**src/hw/rtl/ssp_ram.sv**
```systemverilog
// Generic single-write, single-read RAM with registered read data.
// No dependencies.
module ssp_ram #(
   parameter int WIDTH = 8,
   parameter int DEPTH = 256
) (
   input  logic                     clock,
   input  logic                     wr_en,
   input  logic [$clog2(DEPTH)-1:0] wr_addr,
   input  logic [WIDTH-1:0]         wr_data,
   input  logic                     rd_en,
   input  logic [$clog2(DEPTH)-1:0] rd_addr,
   output logic [WIDTH-1:0]         rd_data
);

   logic [WIDTH-1:0] mem_ff [DEPTH];
   logic [WIDTH-1:0] rd_data_ff;

   always_ff @(posedge clock) begin
      if (wr_en) begin
         mem_ff[wr_addr] <= wr_data;
      end
      if (rd_en) begin
         rd_data_ff <= mem_ff[rd_addr];
      end
   end

   assign rd_data = rd_data_ff;

endmodule

```
**config.mk**
```make
export PLATFORM = sky130hd
export DESIGN_NAME = ssp_ram
export DESIGN_NICKNAME = d
export VERILOG_FILES = /design/src/hw/rtl/ssp_ram.sv
export SDC_FILE = /design/constraint.sdc
export NUM_CORES = 2
export LEC_CHECK = 0
export ABC_AREA = 1
export BUFFER_PORTS_ARGS = -buffer_cell sky130_fd_sc_hd__buf_4
export CORE_MARGIN = 2
export CORE_UTILIZATION = 25
export CTS_CLUSTER_SIZE = 24
export DETAILED_ROUTE_END_ITERATION = 16
export SYNTH_ARGS = -nofsm -noshare
export SYNTH_HDL_FRONTEND = slang
export SYNTH_SLANG_ARGS = --single-unit
```
**constraint.sdc**
```tcl
create_clock -name clock -period 4.18 [get_ports clock]
set_clock_uncertainty 0.2 [all_clocks]
set_input_delay 0.836 -clock clock [delete_from_list [all_inputs] [get_ports clock]]
set_output_delay 0.836 -clock clock [all_outputs]
set_load 0.01 [all_outputs]
```
# --- Word-level counts from Yosys, hierarchy flattened ---
# Memories as Yosys holds them, arrays and structs flattened. A register that Yosys moved wholly into a read port is not among the register bits.
# Cells that the tools add are included.
classes:
  mux: 2
op_table:
  columns: ["cell", "n"]
  rows:
  - ["1-bit two-way mux", 2]
totals:
  wordCells: 3
  ram_bits: 2048
  mem_count: 1
  in_bits: 27
  ff_bits: 0
memory_table:
  columns: ["memory", "words", "width", "rd", "rd_clocked_by_memory_dff", "write_ports", "line_no", "text"]
  rows:
  - ["mem_ff", 256, 8, 1, 1, 1, "16", "logic [WIDTH-1:0] mem_ff [DEPTH];"]

# --- Logic depth before layout (Yosys ltp) ---
logic_depth:
  depth_word: 2
  ltp_mapped: 15
  mapped_depth_nobuf: 11

# --- Worst setup path after synthesis ---
# OpenSTA, ideal clock, no wires.
synth_path:
  path_kind: "input -> register"
  from: "input port wr_en"
  to: "memory mem_ff[162][0] (enable)"
  t_required_ns: 3.610
  slack_ns: 1.653
  t_arrival_ns: 1.957
  setup_ns: 0.370
  cell_stages: 4
  path_buffers: 2
  cell_sequence: "clkbuf_1 -> nand3_1 -> clkbuf_1 -> nor2_1"
synth_via:
  elab_chain_len: 2
synth_lines:
  columns: ["item", "line_no", "text"]
  rows:
  - ["start: declaration", "8", "input logic wr_en,"]
  - ["1-bit two-way mux", "20", "if (wr_en) begin"]
  - ["1-bit two-way mux (not written as such)", "21", "mem_ff[wr_addr] <= wr_data;"]
  - ["end: declaration", "16", null]
# Every way passes these cells.

==> impl_results.md <==
- Family with the most delay on the worst path: simple AND/OR/NAND/NOR gates
- Clock buffer depth: 3
- Synth unique cells: 13
- Post-Synth Adder-Cell Area: 0
- Post-DRT Antenna Nets: 0
- Drt via density: 4.74
- #FFs+latches synth: ~2,100
- Compound-cell area share of the yosys netlist: 0
- Final min period: approximately 3.0 ns
- CP max FO: 32
- Final cell count without fillers: about 12,000
- Max-capacitance violation count: 0
- GR Util met3: 0.0223
- DRC viols: 0
- Routed vias: 55,400
- Slew HR: 0.220
- Fmax: approximately 0.33 GHz
- Largest family of logic cells by synthesized area: simple AND/OR/NAND/NOR gates
- Placement Setup Slack: approximately 0.42 ns
- Setup slack after layout: about 1.2 ns
- Clock-pin transition on the worst setup and hold timing paths: approximately 0.06 ns
- Die width: between 500 and 600 µm
- PortBufs: 34
- Fin nets: approximately 7,200
- Post-synthesis xor/xnor area fraction: 0
- # hold bufs at CTS: 0
- Syn_nets: ~7,000
- Post-CTS Resized: 0
- TritonCTS clock tree: built
- Initial core utilization: 0.251
- Pre-Repair DR Iteration Count: 6
- EDFF count, synth: around 2,000
- Buffers and inverters on the worst path: 4
- Pins Over Slew Limit: 0
- Design area: 96,800 µm²
- Vias in the first global route: between 50,000 and 60,000
- Worst Max-Slew Pin Slew: around 1.2 ns
- CP most frequent cell: nand3_1
- Largest net degree at the start of global routing: around 140
- Cell count after synthesis: 7,003
- Final hold violations: 0
- Yosys synthesis warning count: 0
- Period utilization: 0.724
- Die footprint: roughly 340,000 µm²
- CTS root buffer: clkbuf_16
- Antenna violations before repair: 4
- WP data required: between 4 and 5 ns
- Layer carrying the most global-route usage: met2
- Chip height: between 500 and 600 µm
- Hold Slack: ~0.15 ns
- Routed wire length: ~240,000 µm
- Fillers: about 33,000
- Crit path kind: input pin to register
- Worst Hold Class: input pin to register
- Gr usage total: 0.137
- Power per cell area: approximately 450 nW/µm²
- H-tree depth: 4
- GR Util met2: 0.226
- Power, Total: 43.2 mW
- Routed len/inst: between 20 and 25 µm
- Met1 Use GR: 0.178
- Fraction of registers with async set/reset: 0
- Sequential area share after synthesis: 0.740
- Placed cells: 11,300
- TritonCTS Buffers: 200
- Mean Syn Cell Area: around 12 µm²
- Synth Area in Simple Gates: 0.229
- Final core occ: 0.291
- Clock sink total: a little over 2,000
- Setup violators final: 0
- Area Growth Syn to Fin: 16.0%
- Clk_lat worst skew: between 0.8 and 0.9 ns
- Status: completed
- Maximum VDD drop: approximately 0.49 mV
- Total grt overflow: 0
- Slowest cell on the critical path: nand3_1
- Critical path startpoint category: input pin
- CP max stage delay: between 0.3 and 0.4 ns
- Area after DPL: 90,400 µm²
- Share of cells above drive strength 1: 0.0930
- DRT iter0 DRCs: between 6,000 and 7,000
- Multiplexer share of the synthesized area: 0
- Sum of negative setup slack: 0 ns
- Cell Area, Synth: between 80,000 and 90,000 µm²
- LEAKAGE: 33.0 nW
- Placeable Area: around 330,000 µm²
- Setup Buffers After CTS: 0
- Gp weighted congestion: about 0.9
- Main flop type after synthesis: edfxtp_1
- I/O pin cnt: 35
- Row Count: around 210
- CP Capture Type: register
- Worst path arrival time: between 3 and 4 ns
- Ordered list of cells on the worst path: buf_8 > inv_8 > buf_12 > buf_4 > nand3_1 > nand3_1 > nand3_1 > nand3_1 > nand3_1 > nand3_1 > nand2_1 > nand2_1 > nand2_1
- Post-DP HPWL: 142,000 µm
- First-pass GRT wire length: 352,000 µm
- RSZ-0062 raised after global routing: no
==> worst register-to-register path, cell delays in order (launching register included) <==
cell      delay (ns)
edfxtp_1        0.37
nand2_1         0.08
nand3_1         0.09
nand3_1         0.14
nand3_1         0.10
nand3_1         0.20
nand3_1         0.32
nand3_1         0.18
nand2_1         0.07
nand2_1         0.30
nand2_1         0.11
==> cells in the final DEF (no fill, tap or decap), types with 6 or more instances in the layout <==
cell,synthesis,routed
buf_12,0,58
edfxtp_1,2056,2056
inv_1,36,34
clkbuf_16,0,202
clkinv_2,0,29
bufinv_16,0,18
nor2_1,283,283
clkbuf_1,112,44
clkinv_1,0,58
clkinv_16,0,6
nand3_1,2019,2019
buf_8,1,11
nand2_1,2123,2121
buf_4,46,335
==> power breakdown <==
| part | internal, mW | switching [mW] | leakage (nW) |
|---|---|---|---|
| sequential | 22.7 | 0.0279 | 18.5 |
| clock | 10.0 | 7.77 | 3.12 |
| combinational | 0.679 | 2.01 | 11.4 |
| total | 33.4 | 9.81 | 33.0 |
==> kinds of logic (layout without fill, tap and decap cells) <==
logic type	after synthesis	after routing
simple gates	4425	4425
flops	2056	2056
buf+inv	522	812
other cells	0	4
==> Yosys cell counts (2+ instances only) <==
master,n,area (µm²)
inv_2,2,7.51
clkbuf_1,112,420
nand2_1,2123,7970
edfxtp_1,2056,61700
buf_4,46,345
inv_1,36,135
buf_2,268,1340
buf_1,40,150
buf_6,16,180
nand3_1,2019,10100
nor2_1,283,1060
==> registers in the layout, indices dropped and copies added (netlist names) <==
| name | cells |
|---|---|
| mem_ff | 2048 |
| rd_data | 8 |
==> metal layers <==
metal | share of wire | vias up | wire [µm]
met1 | 0.41 | 27400 | 96700
met3 | 0.079 | 412 | 18900
met5 | 0 | - | 0
met4 | 0.038 | 0 | 9010
met2 | 0.48 | 2477 | 114000
li1 | - | 25100 | -
==> layout make-up <==
type	count	area, µm²	area share
clock buffers	246	5220	0.0539
diodes	4	10.0	0.000103
multi-input cells	4425	19100	0.198
well taps	4387	5490	0.0567
clock inverters	123	1220	0.0126
inverters	39	180	0.00186
repair buffers	404	3840	0.0397
flip-flops and latches	2056	61700	0.638
==> worst paths after layout <==
path,startpoint,end,slack (ns),cells after the start
worst min-delay path,rd_en,rd_data[7]$_DFFE_PP_,0.15,1
worst max register to register,mem_ff[185][0]$_DFFE_PP_,rd_data[0]$_DFFE_PP_,1.79,10
worst max-delay path,rd_addr[1],rd_data[2]$_DFFE_PP_,1.16,13
worst min register to register,mem_ff[57][0]$_DFFE_PP_,rd_data[0]$_DFFE_PP_,0.87,10
No activity file was read; power rests on OpenSTA's default activity.
